**src/rtl/huffman_string_encoder_defines.svh**
```systemverilog
// assertion macros for the huffman string encoder
`ifndef HUFFMAN_STRING_ENCODER_DEFINES_SVH
`define HUFFMAN_STRING_ENCODER_DEFINES_SVH
// property that must hold on every clock edge outside reset
`define HSE_ASSERT(label, prop, msg) \
	label: assert property (@(posedge clk) disable iff (!arst_n) (prop)) else $error(msg);
// implication checked on the next edge
`define HSE_ASSERT_NEXT(label, ante, cons, msg) \
	label: assert property (@(posedge clk) disable iff (!arst_n) (ante) |=> (cons)) \
		else $error(msg);
`endif

```
**src/rtl/hse_pkg.sv**
```systemverilog
package hse_pkg;
	localparam int SymCount = 256;
	localparam int CodeW = 30;
	localparam int LenW = 5;
	localparam int QueueDepthDef = 2;
	localparam int OutDepthDef = 2;

	// front to back queue entry
	typedef struct packed {
		logic [CodeW-1:0] code;
		logic [LenW-1:0]  len;
		logic             eos;
	} sym_t;

	// code length per symbol, length is stored as len and len-1 fits 5 bits
	function automatic logic [LenW-1:0] huff_len(input logic [7:0] s);
		logic [LenW-1:0] l;
		case (s)
			8'd48, 8'd49, 8'd50, 8'd97, 8'd99, 8'd101, 8'd105, 8'd111, 8'd115, 8'd116: l = 5'd5;
			8'd32, 8'd37, 8'd45, 8'd46, 8'd47, 8'd51, 8'd52, 8'd53, 8'd54, 8'd55, 8'd56,
			8'd57, 8'd61, 8'd65, 8'd95, 8'd98, 8'd100, 8'd102, 8'd103, 8'd104, 8'd108,
			8'd109, 8'd110, 8'd112, 8'd114, 8'd117: l = 5'd6;
			8'd58, 8'd66, 8'd67, 8'd68, 8'd69, 8'd70, 8'd71, 8'd72, 8'd73, 8'd74, 8'd75,
			8'd76, 8'd77, 8'd78, 8'd79, 8'd80, 8'd81, 8'd82, 8'd83, 8'd84, 8'd85, 8'd86,
			8'd87, 8'd89, 8'd106, 8'd107, 8'd113, 8'd118, 8'd119, 8'd120, 8'd121,
			8'd122: l = 5'd7;
			8'd38, 8'd42, 8'd44, 8'd59, 8'd88, 8'd90: l = 5'd8;
			8'd33, 8'd34, 8'd40, 8'd41, 8'd63: l = 5'd10;
			8'd39, 8'd43, 8'd124: l = 5'd11;
			8'd35, 8'd62: l = 5'd12;
			8'd0, 8'd36, 8'd64, 8'd91, 8'd93, 8'd126: l = 5'd13;
			8'd94, 8'd125: l = 5'd14;
			8'd60, 8'd96, 8'd123: l = 5'd15;
			8'd92, 8'd195, 8'd208: l = 5'd19;
			8'd128, 8'd130, 8'd131, 8'd162, 8'd184, 8'd194, 8'd224, 8'd226: l = 5'd20;
			8'd153, 8'd161, 8'd167, 8'd172, 8'd176, 8'd177, 8'd179, 8'd209, 8'd216,
			8'd217, 8'd227, 8'd229, 8'd230: l = 5'd21;
			8'd129, 8'd132, 8'd133, 8'd134, 8'd136, 8'd146, 8'd154, 8'd156, 8'd160,
			8'd163, 8'd164, 8'd169, 8'd170, 8'd173, 8'd178, 8'd181, 8'd185, 8'd186,
			8'd187, 8'd189, 8'd190, 8'd196, 8'd198, 8'd228, 8'd232, 8'd233: l = 5'd22;
			8'd1, 8'd135, 8'd137, 8'd138, 8'd139, 8'd140, 8'd141, 8'd143, 8'd147, 8'd149,
			8'd150, 8'd151, 8'd152, 8'd155, 8'd157, 8'd158, 8'd165, 8'd166, 8'd168,
			8'd174, 8'd175, 8'd180, 8'd182, 8'd183, 8'd188, 8'd191, 8'd197, 8'd231,
			8'd239: l = 5'd23;
			8'd9, 8'd142, 8'd144, 8'd145, 8'd148, 8'd159, 8'd171, 8'd206, 8'd215,
			8'd225, 8'd236, 8'd237: l = 5'd24;
			8'd199, 8'd207, 8'd234, 8'd235: l = 5'd25;
			8'd192, 8'd193, 8'd200, 8'd201, 8'd202, 8'd205, 8'd210, 8'd213, 8'd218,
			8'd219, 8'd238, 8'd240, 8'd242, 8'd243, 8'd255: l = 5'd26;
			8'd203, 8'd204, 8'd211, 8'd212, 8'd214, 8'd221, 8'd222, 8'd223, 8'd241,
			8'd244, 8'd245, 8'd246, 8'd247, 8'd248, 8'd250, 8'd251, 8'd252, 8'd253,
			8'd254: l = 5'd27;
			8'd10, 8'd13, 8'd22: l = 5'd30;
			default: l = 5'd28;
		endcase
		return l;
	endfunction

	// code value per symbol, right aligned
	function automatic logic [CodeW-1:0] huff_code(input logic [7:0] s);
		logic [31:0] c;
		case (s)
			8'd0: c = 32'h1ff8; 8'd1: c = 32'h7fffd8; 8'd2: c = 32'hfffffe2; 8'd3: c = 32'hfffffe3;
			8'd4: c = 32'hfffffe4; 8'd5: c = 32'hfffffe5; 8'd6: c = 32'hfffffe6; 8'd7: c = 32'hfffffe7;
			8'd8: c = 32'hfffffe8; 8'd9: c = 32'hffffea; 8'd10: c = 32'h3ffffffc; 8'd11: c = 32'hfffffe9;
			8'd12: c = 32'hfffffea; 8'd13: c = 32'h3ffffffd; 8'd14: c = 32'hfffffeb; 8'd15: c = 32'hfffffec;
			8'd16: c = 32'hfffffed; 8'd17: c = 32'hfffffee; 8'd18: c = 32'hfffffef; 8'd19: c = 32'hffffff0;
			8'd20: c = 32'hffffff1; 8'd21: c = 32'hffffff2; 8'd22: c = 32'h3ffffffe; 8'd23: c = 32'hffffff3;
			8'd24: c = 32'hffffff4; 8'd25: c = 32'hffffff5; 8'd26: c = 32'hffffff6; 8'd27: c = 32'hffffff7;
			8'd28: c = 32'hffffff8; 8'd29: c = 32'hffffff9; 8'd30: c = 32'hffffffa; 8'd31: c = 32'hffffffb;
			8'd32: c = 32'h14; 8'd33: c = 32'h3f8; 8'd34: c = 32'h3f9; 8'd35: c = 32'hffa;
			8'd36: c = 32'h1ff9; 8'd37: c = 32'h15; 8'd38: c = 32'hf8; 8'd39: c = 32'h7fa;
			8'd40: c = 32'h3fa; 8'd41: c = 32'h3fb; 8'd42: c = 32'hf9; 8'd43: c = 32'h7fb;
			8'd44: c = 32'hfa; 8'd45: c = 32'h16; 8'd46: c = 32'h17; 8'd47: c = 32'h18;
			8'd48: c = 32'h0; 8'd49: c = 32'h1; 8'd50: c = 32'h2; 8'd51: c = 32'h19;
			8'd52: c = 32'h1a; 8'd53: c = 32'h1b; 8'd54: c = 32'h1c; 8'd55: c = 32'h1d;
			8'd56: c = 32'h1e; 8'd57: c = 32'h1f; 8'd58: c = 32'h5c; 8'd59: c = 32'hfb;
			8'd60: c = 32'h7ffc; 8'd61: c = 32'h20; 8'd62: c = 32'hffb; 8'd63: c = 32'h3fc;
			8'd64: c = 32'h1ffa; 8'd65: c = 32'h21; 8'd66: c = 32'h5d; 8'd67: c = 32'h5e;
			8'd68: c = 32'h5f; 8'd69: c = 32'h60; 8'd70: c = 32'h61; 8'd71: c = 32'h62;
			8'd72: c = 32'h63; 8'd73: c = 32'h64; 8'd74: c = 32'h65; 8'd75: c = 32'h66;
			8'd76: c = 32'h67; 8'd77: c = 32'h68; 8'd78: c = 32'h69; 8'd79: c = 32'h6a;
			8'd80: c = 32'h6b; 8'd81: c = 32'h6c; 8'd82: c = 32'h6d; 8'd83: c = 32'h6e;
			8'd84: c = 32'h6f; 8'd85: c = 32'h70; 8'd86: c = 32'h71; 8'd87: c = 32'h72;
			8'd88: c = 32'hfc; 8'd89: c = 32'h73; 8'd90: c = 32'hfd; 8'd91: c = 32'h1ffb;
			8'd92: c = 32'h7fff0; 8'd93: c = 32'h1ffc; 8'd94: c = 32'h3ffc; 8'd95: c = 32'h22;
			8'd96: c = 32'h7ffd; 8'd97: c = 32'h3; 8'd98: c = 32'h23; 8'd99: c = 32'h4;
			8'd100: c = 32'h24; 8'd101: c = 32'h5; 8'd102: c = 32'h25; 8'd103: c = 32'h26;
			8'd104: c = 32'h27; 8'd105: c = 32'h6; 8'd106: c = 32'h74; 8'd107: c = 32'h75;
			8'd108: c = 32'h28; 8'd109: c = 32'h29; 8'd110: c = 32'h2a; 8'd111: c = 32'h7;
			8'd112: c = 32'h2b; 8'd113: c = 32'h76; 8'd114: c = 32'h2c; 8'd115: c = 32'h8;
			8'd116: c = 32'h9; 8'd117: c = 32'h2d; 8'd118: c = 32'h77; 8'd119: c = 32'h78;
			8'd120: c = 32'h79; 8'd121: c = 32'h7a; 8'd122: c = 32'h7b; 8'd123: c = 32'h7ffe;
			8'd124: c = 32'h7fc; 8'd125: c = 32'h3ffd; 8'd126: c = 32'h1ffd; 8'd127: c = 32'hffffffc;
			8'd128: c = 32'hfffe6; 8'd129: c = 32'h3fffd2; 8'd130: c = 32'hfffe7; 8'd131: c = 32'hfffe8;
			8'd132: c = 32'h3fffd3; 8'd133: c = 32'h3fffd4; 8'd134: c = 32'h3fffd5; 8'd135: c = 32'h7fffd9;
			8'd136: c = 32'h3fffd6; 8'd137: c = 32'h7fffda; 8'd138: c = 32'h7fffdb; 8'd139: c = 32'h7fffdc;
			8'd140: c = 32'h7fffdd; 8'd141: c = 32'h7fffde; 8'd142: c = 32'hffffeb; 8'd143: c = 32'h7fffdf;
			8'd144: c = 32'hffffec; 8'd145: c = 32'hffffed; 8'd146: c = 32'h3fffd7; 8'd147: c = 32'h7fffe0;
			8'd148: c = 32'hffffee; 8'd149: c = 32'h7fffe1; 8'd150: c = 32'h7fffe2; 8'd151: c = 32'h7fffe3;
			8'd152: c = 32'h7fffe4; 8'd153: c = 32'h1fffdc; 8'd154: c = 32'h3fffd8; 8'd155: c = 32'h7fffe5;
			8'd156: c = 32'h3fffd9; 8'd157: c = 32'h7fffe6; 8'd158: c = 32'h7fffe7; 8'd159: c = 32'hffffef;
			8'd160: c = 32'h3fffda; 8'd161: c = 32'h1fffdd; 8'd162: c = 32'hfffe9; 8'd163: c = 32'h3fffdb;
			8'd164: c = 32'h3fffdc; 8'd165: c = 32'h7fffe8; 8'd166: c = 32'h7fffe9; 8'd167: c = 32'h1fffde;
			8'd168: c = 32'h7fffea; 8'd169: c = 32'h3fffdd; 8'd170: c = 32'h3fffde; 8'd171: c = 32'hfffff0;
			8'd172: c = 32'h1fffdf; 8'd173: c = 32'h3fffdf; 8'd174: c = 32'h7fffeb; 8'd175: c = 32'h7fffec;
			8'd176: c = 32'h1fffe0; 8'd177: c = 32'h1fffe1; 8'd178: c = 32'h3fffe0; 8'd179: c = 32'h1fffe2;
			8'd180: c = 32'h7fffed; 8'd181: c = 32'h3fffe1; 8'd182: c = 32'h7fffee; 8'd183: c = 32'h7fffef;
			8'd184: c = 32'hfffea; 8'd185: c = 32'h3fffe2; 8'd186: c = 32'h3fffe3; 8'd187: c = 32'h3fffe4;
			8'd188: c = 32'h7ffff0; 8'd189: c = 32'h3fffe5; 8'd190: c = 32'h3fffe6; 8'd191: c = 32'h7ffff1;
			8'd192: c = 32'h3ffffe0; 8'd193: c = 32'h3ffffe1; 8'd194: c = 32'hfffeb; 8'd195: c = 32'h7fff1;
			8'd196: c = 32'h3fffe7; 8'd197: c = 32'h7ffff2; 8'd198: c = 32'h3fffe8; 8'd199: c = 32'h1ffffec;
			8'd200: c = 32'h3ffffe2; 8'd201: c = 32'h3ffffe3; 8'd202: c = 32'h3ffffe4; 8'd203: c = 32'h7ffffde;
			8'd204: c = 32'h7ffffdf; 8'd205: c = 32'h3ffffe5; 8'd206: c = 32'hfffff1; 8'd207: c = 32'h1ffffed;
			8'd208: c = 32'h7fff2; 8'd209: c = 32'h1fffe3; 8'd210: c = 32'h3ffffe6; 8'd211: c = 32'h7ffffe0;
			8'd212: c = 32'h7ffffe1; 8'd213: c = 32'h3ffffe7; 8'd214: c = 32'h7ffffe2; 8'd215: c = 32'hfffff2;
			8'd216: c = 32'h1fffe4; 8'd217: c = 32'h1fffe5; 8'd218: c = 32'h3ffffe8; 8'd219: c = 32'h3ffffe9;
			8'd220: c = 32'hffffffd; 8'd221: c = 32'h7ffffe3; 8'd222: c = 32'h7ffffe4; 8'd223: c = 32'h7ffffe5;
			8'd224: c = 32'hfffec; 8'd225: c = 32'hfffff3; 8'd226: c = 32'hfffed; 8'd227: c = 32'h1fffe6;
			8'd228: c = 32'h3fffe9; 8'd229: c = 32'h1fffe7; 8'd230: c = 32'h1fffe8; 8'd231: c = 32'h7ffff3;
			8'd232: c = 32'h3fffea; 8'd233: c = 32'h3fffeb; 8'd234: c = 32'h1ffffee; 8'd235: c = 32'h1ffffef;
			8'd236: c = 32'hfffff4; 8'd237: c = 32'hfffff5; 8'd238: c = 32'h3ffffea; 8'd239: c = 32'h7ffff4;
			8'd240: c = 32'h3ffffeb; 8'd241: c = 32'h7ffffe6; 8'd242: c = 32'h3ffffec; 8'd243: c = 32'h3ffffed;
			8'd244: c = 32'h7ffffe7; 8'd245: c = 32'h7ffffe8; 8'd246: c = 32'h7ffffe9; 8'd247: c = 32'h7ffffea;
			8'd248: c = 32'h7ffffeb; 8'd249: c = 32'hffffffe; 8'd250: c = 32'h7ffffec; 8'd251: c = 32'h7ffffed;
			8'd252: c = 32'h7ffffee; 8'd253: c = 32'h7ffffef; 8'd254: c = 32'h7fffff0; 8'd255: c = 32'h3ffffee;
			default: c = 32'h0;
		endcase
		return c[CodeW-1:0];
	endfunction
endpackage

```
**src/rtl/hse_back.sv**
```systemverilog
module hse_back import hse_pkg::*; #(
	parameter int Depth = OutDepthDef
) (
	input  logic       clk,
	input  logic       arst_n,
	input  logic       sym_vld,
	input  sym_t       sym,
	output logic       sym_take,
	output logic       empty,
	input  logic       pop,
	output logic [7:0] out_byte,
	output logic       last
);
	localparam int AW = (Depth > 1) ? $clog2(Depth) : 1;
	localparam int CW = $clog2(Depth + 1);
	localparam int AccW = CodeW + 7;

	// working accumulator: bits left of the current code plus pending bits
	logic [AccW-1:0] acc_q;
	logic [5:0]      nb_q;
	logic            eos_q, busy_q;
	logic [6:0]      pend_q;
	logic [2:0]      pcnt_q;

	logic [8:0]      obuf_q [Depth];
	logic [AW-1:0]   wp_q, rp_q;
	logic [CW-1:0]   cnt_q;
	logic            ofull, emit, rd;
	logic [8:0]      ob;
	logic [5:0]      nb_n;
	logic [7:0]      pad_byte;

	assign ofull = (cnt_q == CW'(Depth));
	assign empty = (cnt_q == '0);
	assign rd    = pop && !empty;
	assign {last, out_byte} = obuf_q[rp_q];
	assign sym_take = !busy_q && sym_vld;
	assign nb_n  = nb_q - 6'd8;
	assign pad_byte = 8'((acc_q << (6'd8 - nb_q)) | ((9'd1 << (6'd8 - nb_q)) - 9'd1));

	// choose the byte for this cycle: a whole byte, or the padded tail
	always_comb begin
		emit = 1'b0;
		ob   = '0;
		if (busy_q && !ofull) begin
			if (nb_q >= 6'd8) begin
				emit = 1'b1;
				ob   = {eos_q && nb_n == 6'd0, 8'(acc_q >> nb_n)};
			end else if (eos_q && nb_q != 6'd0) begin
				emit = 1'b1;
				ob   = {1'b1, pad_byte};
			end
		end
	end

	always_ff @(posedge clk) begin
		if (emit) obuf_q[wp_q] <= ob;
		if (sym_take) begin
			acc_q <= (AccW'(pend_q) << sym.len) | AccW'(sym.code);
			eos_q <= sym.eos;
		end
	end

	// sequencer, pending state and output queue pointers
	always_ff @(posedge clk or negedge arst_n) begin
		if (!arst_n) begin
			busy_q <= 1'b0;
			nb_q   <= '0;
			pend_q <= '0;
			pcnt_q <= '0;
			wp_q   <= '0;
			rp_q   <= '0;
			cnt_q  <= '0;
		end else begin
			if (sym_take) begin
				busy_q <= 1'b1;
				nb_q   <= 6'(pcnt_q) + 6'(sym.len);
			end else if (busy_q) begin
				if (emit && nb_q >= 6'd8) begin
					nb_q <= nb_n;
				end else if (emit) begin
					nb_q <= '0;
				end else if (nb_q < 6'd8 && (!eos_q || nb_q == 6'd0)) begin
					busy_q <= 1'b0;
					pcnt_q <= eos_q ? 3'd0 : nb_q[2:0];
					pend_q <= eos_q ? 7'd0 : 7'(acc_q & ((AccW'(1) << nb_q) - AccW'(1)));
				end
			end
			if (emit) wp_q <= (wp_q == AW'(Depth - 1)) ? '0 : wp_q + 1'b1;
			if (rd) rp_q <= (rp_q == AW'(Depth - 1)) ? '0 : rp_q + 1'b1;
			cnt_q <= cnt_q + CW'(emit) - CW'(rd);
		end
	end
endmodule

```
**config.mk**
```make
export PLATFORM = sky130hd
export DESIGN_NAME = hse_back
export DESIGN_NICKNAME = d
export VERILOG_FILES = /design/src/rtl/huffman_string_encoder_defines.svh /design/src/rtl/hse_pkg.sv /design/src/rtl/hse_back.sv
export SDC_FILE = /design/constraint.sdc
export NUM_CORES = 1
export LEC_CHECK = 0
export BUFFER_PORTS_ARGS = -buffer_cell sky130_fd_sc_hd__buf_4
export CAP_MARGIN = 20
export CORE_MARGIN = 4
export CORE_UTILIZATION = 50
export DETAILED_ROUTE_END_ITERATION = 12
export GPL_TIMING_DRIVEN = 0
export HOLD_SLACK_MARGIN = 0.1
export PLACE_DENSITY = 0.75
export SYNTH_ARGS = -nofsm -noshare
export SYNTH_HDL_FRONTEND = slang
export SYNTH_SLANG_ARGS = --single-unit
```
**constraint.sdc**
```tcl
create_clock -name clk -period 10.4 [get_ports clk]
set_input_delay 2.08 -clock clk [delete_from_list [all_inputs] [get_ports clk]]
set_output_delay 2.08 -clock clk [all_outputs]
set_load 0.05 [all_outputs]
```
Word-level counts from Yosys, hierarchy flattened

Memories as Yosys holds them, arrays and structs flattened.
Index checks and enable logic that the tools add are counted.

Flip-flop bits (word level): 59
Output and inout port bits: 11
Word-level logic and storage cells: 74
Memory bits (writable): 18
Memories kept: 1
Input port bits: 40

Bitwise logic cells: 6
Add/subtract/negate cells: 9
Magnitude comparators: 2
Shift operators: 5
Equal/unequal tests: 1
Reductions and logical operators: 20
Muxes and demuxes: 21

Memory list:

| name   | words | bits a word | read ports | clocked after Yosys merged registers in | write ports | line           | RTL |
|---|---|---|---|---|---|---|---|
| obuf_q | 2     | 9           | 1          | 0                                       | 1           | hse_back.sv:25 | `logic [8:0] obuf_q [Depth];` |

Operators with widths:

| operator                                                           | number |
|---|---|
| bitwise OR 37 x 30 -> 37 bit                                       | 1 |
| << shifter 37 x 6 -> 8 bit                                         | 1 |
| << shifter 7 x 5 -> 37 bit                                         | 1 |
| right shift 37 x 6 -> 8 bit                                        | 1 |
| two-way mux 9 bit                                                  | 3 |
| two-way mux 6 bit                                                  | 4 |
| logical NOT 6 bit                                                  | 2 |
| two-way mux 1 bit                                                  | 12 |
| bitwise OR 8 bit                                                   | 1 |
| << shifter 1 x 6 -> 8 bit (first input constant)                   | 1 |
| subtractor 8 x 1 -> 8 bit (second input constant)                  | 1 |
| AND 7 bit                                                          | 1 |
| logical AND 1 bit                                                  | 7 |
| two-way mux 7 bit                                                  | 1 |
| << shifter 1 x 6 -> 7 bit (first input constant)                   | 1 |
| subtractor 7 x 1 -> 7 bit (second input constant)                  | 1 |
| adder 3 x 5 -> 6 bit                                               | 1 |
| greater-or-equal comparator 6 x 4 -> 1 bit (second input constant) | 1 |
| less-than comparator 6 x 4 -> 1 bit (second input constant)        | 1 |
| nonzero test 6 bit                                                 | 1 |
| subtractor 4 x 6 -> 6 bit (first input constant)                   | 1 |
| subtractor 6 x 4 -> 6 bit (second input constant)                  | 1 |
| AND reduction 5 bit                                                | 1 |
| logical NOT 1 bit                                                  | 4 |
| 11 further kinds                                                   | 14 |

Logic depth before layout (Yosys ltp)

Gate-level depths: netlist of the first run.

Depth in word-level cells: 9
Depth in mapped cells: 15

Least setup slack after synthesis of the first run

Ideal clock, no wire load.

Path type: input-to-output
Start: input port sym_vld
End: output port sym_take
Path buffers: 0
Stages on the path: 2
Arrival time: 3295 ps
Slack: 5025 ps
Required time: 8320 ps
Path through: nand2b_1 -> inv_1

Longest elaborated chain between the ends: 1

RTL lines:

| what              | line           | RTL |
|---|---|---|
| from (decl)       | hse_back.sv:6  | `input logic sym_vld,` |
| logical AND 1 bit | hse_back.sv:37 | `assign sym_take = !busy_q && sym_vld;` |
| to (decl)         | hse_back.sv:8  | `output logic sym_take,` |

No other way between the ends.

Worst setup path in the final report of the first run

Same ends and word-level chain as after synthesis.

==> results.py, run 1 <==
metrics = {
    "global_routing": {
        "grt_max_degree": 29,
        "antenna_found_initial": 0,
        "grt_pass1_vias": 4772,
        "grt_overflow": 0,
        "grt_pass1_wl_um": 25100,
        "grt_use_total_pct": 24.7,
    },
    "yosys": {
        "synth_xor_area_share_pct": 1.55,
        "synthMuxAreaShare_pct": 26.8,
        "synthArstFlopShare_pct": 27.3,
        "synth_compound_area_share_pct": 15.7,
        "syn-num-nets": 551,
        "synth_edf_count": 56,
        "ys.flop_type": "edfxtp_1",
        "synth_simple_gate_area_share_pct": 10.1,
        "syn_area_mm2": 0.00566,
        "synth_cell_types": 65,
        "ys_ff_latch": 77,
        "syn_inst": 499,
        "synth_top_cell_by_area": "edfxtp_1",
        "yosysWarnings": 0,
        "post-synth-top-area-fraction_pct": 29.7,
        "ys_top_cells_by_area": "edfxtp_1 30%, mux4_2 13%, dfrtp_1 9.3%",
        "postSynthAreaPerCell_um2": 11.4,
        "seq_area_frac_synth_pct": 39.0,
        "synth_top_family_by_area": "multiplexers",
        "synthAdderAreaFrac_pct": 2.78,
    },
    "clock_network": {
        "post_cts_resized": 0,
        "post_cts_buffers": 0,
        "cts_buffers": 9,
        "clkTransAtPathRegs_ns": 0.06,
        "insertion_delay_ns": 0.34,
        "cts_root_buffer": "clkbuf_16",
        "ctsLongestPathBuffers": 2,
        "htreeDepth": 3,
        "tritoncts": "built",
        "holdBufCountCts": 0,
        "cts_sinks": 77,
    },
    "die": {
        "start_util_pct": 51.6,
        "coreArea_mm2": 0.0110,
        "rows": 38,
        "die_area_mm2": 0.0131,
        "ios": 51,
        "die_y_um": 114,
        "die_x_um": 114,
    },
    "timing": {
        "period_share_pct": 52.1,
        "hold_viol": 0,
        "clock_skew_ns": 0.0110,
        "maxSlewViolCount": 0,
        "worst_pin_slew_ns": 0.809,
        "fmax_ghz": 0.185,
        "finalSetupViolations": 0,
        "rsz0062_at_grt": "false",
        "period_needed_ns": 5.42,
        "holdWs_ns": 0.513,
        "tns_ns": 0,
        "maxSlewHeadroom_pct": 45.6,
    },
    "cells_and_area": {
        "final_util_pct": 59.6,
        "mostFrequentLayoutCells": "56 x edfxtp_1, 51 x buf_4, 50 x mux2i_1",
        "n_antenna_cell": 0,
        "area.growth.synth_to_final_pct": 15.6,
        "fin_nets": 612,
        "drive_above_1_share_pct": 23.0,
        "final_common_cell": "edfxtp_1",
    },
    "placement": {
        "globalplace.congestion": 1.01,
        "place_hpwl_um": 12000,
        "io_buffers": 49,
    },
    "min_path": {
        "min_path_cells": 1,
        "hold_class": "reg2reg",
        "whs_endpoint": "cnt_q[1]",
        "hp-start": "cnt_q[1]",
    },
    "routing": {
        "drt-total-wl_um": 15700,
        "drt_pass1_iterations": 5,
        "drt-vias-per-instance": 6.64,
        "num_vias": 4679,
        "drt_iter0_drc": 425,
        "drtAntennaViolNets": 0,
        "drc": 0,
        "drt-wirelength-per-cell_um": 22.2,
    },
    "power": {
        "power_leakage_nw": 2.59,
        "vdd.ir_drop.worst_mv": 0.216,
        "power.density_mw_per_mm2": 338,
    },
    "setup_path": {
        "crit_required_ns": 8.32,
        "path_class": "in2out",
        "critPathLaunchType": "input port",
        "cp_data_arrival_time_ns": 3.34,
        "path_cells": "buf_4 > nand2b_1 > inv_1 > buf_16 > buf_4",
        "critPathMaxFanout": 28,
        "slowest_stage": "inv_1",
        "worst_path_largest_cell_delay_ns": 0.52,
        "timing.rr.end": "obuf_q[0][4]",
        "cp-end-kind": "primary output",
        "crit_top_cell": "buf_4",
        "r2r-start": "nb_q[1]",
        "reg2regPathDepth": 15,
        "rrSetupSlack_ns": 5.50,
    },
    "flow_run": {
        "drv_cap": 0,
    },
    "outcome": {
        "status": "finished clean",
    },
}
==> cell usage after synthesis (all sizes together) (3+ instances only) <==
cell and count:
mux4 37, xnor2 8, a21oi 17, o21a 3, a22o 7, nor2b 10
a32o 5, nor2 31, nand2 40, a211oi 3, and2 6, buf 16
nand3 8, edfxtp 56, o21ai 25, a31oi 10, inv 15, or3 3
mux2 15, ha 11, nor3 8, clkbuf 18, o221ai 4, dfrtp 21
o21bai 11, a211o 5, a21o 15, nand2b 5, mux2i 50
==> worst max-delay path by stage <==
stage,from,to,slack (ns),cells past startpoint
3_5_place_dp,sym_vld,sym_take,4.99,5
5_1_grt,sym_vld,sym_take,4.90,5
3_3_place_gp,sym_vld,sym_take,4.53,4
4_1_cts,sym_vld,sym_take,4.98,5
2_1_floorplan,sym_vld,sym_take,5.03,2
6_report,sym_vld,sym_take,4.98,5
==> critical path, delay by kind of cell <==
kind	cells	cell delay (ns)
buf+inv	4	1.08
simple gates	1	0.16
==> per-layer routing <==
layer  share of wire (%)  global-route usage (%)  vias to the layer above
li1                    -                       -                     2074
met1                  40                    31.9                     2299
met5                   0                       0                        -
met3                 7.9                    5.18                       42
met2                  49                    41.5                      264
met4                 2.6                    7.92                        0
==> logic make-up after synthesis <==
| logic type | after synthesis |
|---|---|
| multiplexers | 102 |
| AND/OR/NAND/NOR | 121 |
| XOR/XNOR | 10 |
| adder cells (fa/ha/maj) | 12 |
| AO/OA/AOI/OAI | 126 |
| buffers and inverters | 51 |
| flip-flops | 77 |
==> flip-flops by register name, summed over array words and instances, names as in the netlist <==
register  count
eos_q         1
cnt_q         2
rp_q          1
busy_q        1
pend_q        7
nb_q          6
wp_q          1
acc_q        37
pcnt_q        3
obuf_q       18
==> report_power, final <==
part | internal, mW | switching, mW
Clock | 0.209 | 0.127
Combinational | 0.546 | 0.803
Sequential | 0.467 | 0.0648
==> area by class of cell <==
| class | instances | area [um2] |
|---|---|---|
| Sequential cell | 77 | 2210 |
| Multi-Input combinational cell | 371 | 3230 |
| Buffer | 34 | 168 |
| Clock buffer | 9 | 225 |
| Fill cell | 896 | 4430 |
| Timing Repair Buffer | 50 | 395 |
| Clock inverter | 7 | 90.1 |
| Inverter | 17 | 63.8 |
| Tap cell | 140 | 175 |
==> stage by stage <==
stage	total power [mW]	instance area, um2	setup slack [ns]	instances
after floorplan	1.51	5660	5.03	499
after detailed placement	1.86	6230	4.99	689
final	2.22	6550	4.98	705
after CTS	2.20	6550	4.98	705
after global routing	2.34	6550	4.90	705
after global placement	1.82	6210	4.53	688
Power figures use the tool's default switching activity.
==> run 2, diff against run 1 <==
--- a/config.mk
+++ b/config.mk
@@ -5,6 +5,7 @@
 export SDC_FILE = /design/constraint.sdc
 export NUM_CORES = 1
 export LEC_CHECK = 0
+export ABC_AREA = 1
 export BUFFER_PORTS_ARGS = -buffer_cell sky130_fd_sc_hd__buf_4
 export CAP_MARGIN = 20
 export CORE_MARGIN = 4
==> constraint.sdc (replaced) <==
create_clock -name clk -period 5 [get_ports clk]
set_input_delay 1 -clock clk [delete_from_list [all_inputs] [get_ports clk]]
set_output_delay 1 -clock clk [all_outputs]
set_load 0.05 [all_outputs]
==> run 2 against run 1 <==
Compared with the run above: non-clock buffer count did not move; cell area rose by 2.3%; register-to-register slack got worse by 3.6 ns; cell count rose by 43%; total power rose by 99%; die area rose by 2.8%; first-iteration DRC count rose by 24%; combinational power rose by 100%; sequential power rose by 100%; worst setup slack got worse by 3.1 ns; largest cell class unchanged; largest power group unchanged; highest routed layer unchanged.
==> results.py, run 2 <==
metrics = {
    "yosys": {
        "seq_area_frac_synth_pct": 37.8,
        "synth_cell_types": 54,
        "post-synth-top-area-fraction_pct": 28.8,
        "synth_top_cell_by_area": "edfxtp_1",
        "ys.flop_type": "edfxtp_1",
        "postSynthAreaPerCell_um2": 7.31,
        "yosysWarnings": 0,
        "ys_top_cells_by_area": "edfxtp_1 29%, nand2_1 14%, dfrtp_1 9.0%",
        "yosysMostFrequentCell": "nand2_1",
        "synth_edf_count": 56,
        "syn_inst": 798,
        "ys_ff_latch": 77,
        "syn-num-nets": 850,
        "yosys-top-cells-count": "221 x nand2_1, 96 x o21ai_0, 91 x nor2_1, 59 x inv_1, 56 x edfxtp_1",
        "synthArstFlopShare_pct": 27.3,
        "syn_area_mm2": 0.00583,
    },
    "global_routing": {
        "grt_pass1_vias": 5508,
        "antenna_found_initial": 0,
        "grt_pass1_wl_um": 27400,
        "grt_max_degree": 37,
        "grt_use_total_pct": 25.9,
        "grt_overflow": 0,
    },
    "timing": {
        "rsz0062_at_grt": "false",
        "holdWs_ns": 0.521,
        "tns_ns": 0,
        "maxSlewHeadroom_pct": 47.7,
        "finalSetupViolations": 0,
        "fmax_ghz": 0.324,
        "hold_viol": 0,
        "worst_pin_slew_ns": 0.781,
        "period_share_pct": 61.7,
        "maxSlewViolCount": 0,
        "clock_skew_ns": 0.00879,
        "fin_ws_ns": 1.92,
        "period_needed_ns": 3.08,
    },
    "cells_and_area": {
        "largest_register_ffs": 37,
        "area.growth.synth_to_final_pct": 14.9,
        "final_util_pct": 58.7,
        "n_antenna_cell": 0,
        "largestRegisters": "acc_q x37, obuf_q x18, pend_q x7",
        "final_common_cell": "nand2_1",
        "stdcell_area_mm2": 0.00670,
        "fin_nets": 912,
        "top_register": "acc_q",
        "drive_above_1_share_pct": 15.6,
        "mostFrequentLayoutCells": "221 x nand2_1, 96 x o21ai_0, 90 x nor2_1",
        "layout.cells.non_filler": 1008,
    },
    "die": {
        "die_x_um": 116,
        "ios": 51,
        "rows": 39,
        "die_y_um": 116,
        "start_util_pct": 51.1,
        "coreArea_mm2": 0.0114,
        "die_area_mm2": 0.0135,
    },
    "clock_network": {
        "post_cts_resized": 0,
        "post_cts_buffers": 0,
        "cts_buffers": 9,
        "cts_sinks": 77,
        "clkTransAtPathRegs_ns": 0.06,
        "ctsLongestPathBuffers": 2,
        "holdBufCountCts": 0,
        "tritoncts": "built",
        "htreeDepth": 3,
        "insertion_delay_ns": 0.34,
        "cts_root_buffer": "clkbuf_16",
    },
    "setup_path": {
        "cp_data_arrival_time_ns": 3.17,
        "path_class": "reg2reg",
        "crit_required_ns": 5.08,
        "crit_start": "nb_q[1]",
        "timing.rr.end": "obuf_q[1][4]",
        "critPathLaunchType": "register",
        "critPathMaxFanout": 10,
        "cp-end-kind": "register",
        "cp-endpoint": "obuf_q[1][4]",
        "rrSetupSlack_ns": 1.92,
        "r2r-start": "nb_q[1]",
        "reg2regPathDepth": 15,
    },
    "routing": {
        "drtAntennaViolNets": 0,
        "drc": 0,
        "drt-wirelength-per-cell_um": 16.5,
        "drt_pass1_iterations": 6,
        "drt-total-wl_um": 16600,
        "num_vias": 5714,
        "drt_iter0_drc": 528,
        "drt-vias-per-instance": 5.67,
    },
    "power": {
        "power_leakage_nw": 2.99,
        "vdd.ir_drop.worst_mv": 0.614,
        "fin_total_pwr_mw": 4.41,
        "power.density_mw_per_mm2": 658,
    },
    "placement": {
        "place_ws_ns": 1.94,
        "place_hpwl_um": 12900,
        "globalplace.congestion": 1.04,
        "place_inst": 992,
        "placed_area_mm2": 0.00642,
        "io_buffers": 50,
    },
    "min_path": {
        "hold_class": "reg2reg",
        "hp-start": "pcnt_q[0]",
    },
    "outcome": {
        "status": "finished clean",
    },
    "flow_run": {
        "drv_cap": 0,
    },
}
-- run 2: cell count changes after synthesis, sizes merged, moves of 10 or more --
cell | before | now
nand2 | 40 | 230
o21ai | 25 | 104
nor2 | 31 | 104
inv | 15 | 72
mux2i | 50 | 8
mux4 | 37 | 0
nand3 | 8 | 42
mux2 | 15 | 0
a21o | 15 | 1
nand4 | 2 | 15
o21bai | 11 | 23
nor2b | 10 | 0
-- run 2: critical path: stages (launching register included) --
cell and delay, ns:
dfrtp_1 0.46, inv_2 0.18, buf_1 0.49, ha_1 0.34
buf_2 0.18, clkinv_1 0.17, nand4_1 0.20, nor2_2 0.14
inv_2 0.05, ha_1 0.21, nand2_2 0.10, nor2_2 0.04
nand2_1 0.05, nand2_1 0.05, nor2_1 0.10, nor2_1 0.06
-- run 2: how the worst min path moves through the flow --
stage / cells after the start / to / slack (ns)
after floorplan: 2 / pcnt_q[0] / 0.48
after global placement: 2 / pcnt_q[2] / 0.50
after detailed placement: 2 / pcnt_q[0] / 0.51
after CTS: 2 / pcnt_q[0] / 0.53
after global routing: 1 / rp_q / 0.55
final: 2 / pcnt_q[0] / 0.52
-- run 2: power by group --
group	internal (mW)	switching [mW]
sequential	0.976	0.105
combinational	0.822	1.87
clock	0.385	0.246
total	2.18	2.22
-- run 2: layout make-up --
type | count | area (um2)
Fill cell | 1114 | 4720
Multi-Input combinational cell | 612 | 3170
Sequential cell | 77 | 2210
Timing Repair Buffer | 51 | 395
Inverter | 76 | 300
Clock buffer | 11 | 233
Tap cell | 143 | 179
Buffer | 33 | 165
Clock inverter | 5 | 53.8
-- run 2: cell families after synthesis --
logic type	synth area share, %
compound gates	18.0
flops	37.8
fa+ha+maj	2.70
mux	1.37
buf+inv	7.98
xor+xnor	1.18
simple gates	30.9
-- run 2: routing by layer --
metal,global-route usage [%],vias up,wire (um)
li1,-,2805,-
met2,42.2,269,7670
met4,9.05,0,459
met5,0,-,0
met1,34.4,2594,7170
met3,5.43,46,1290
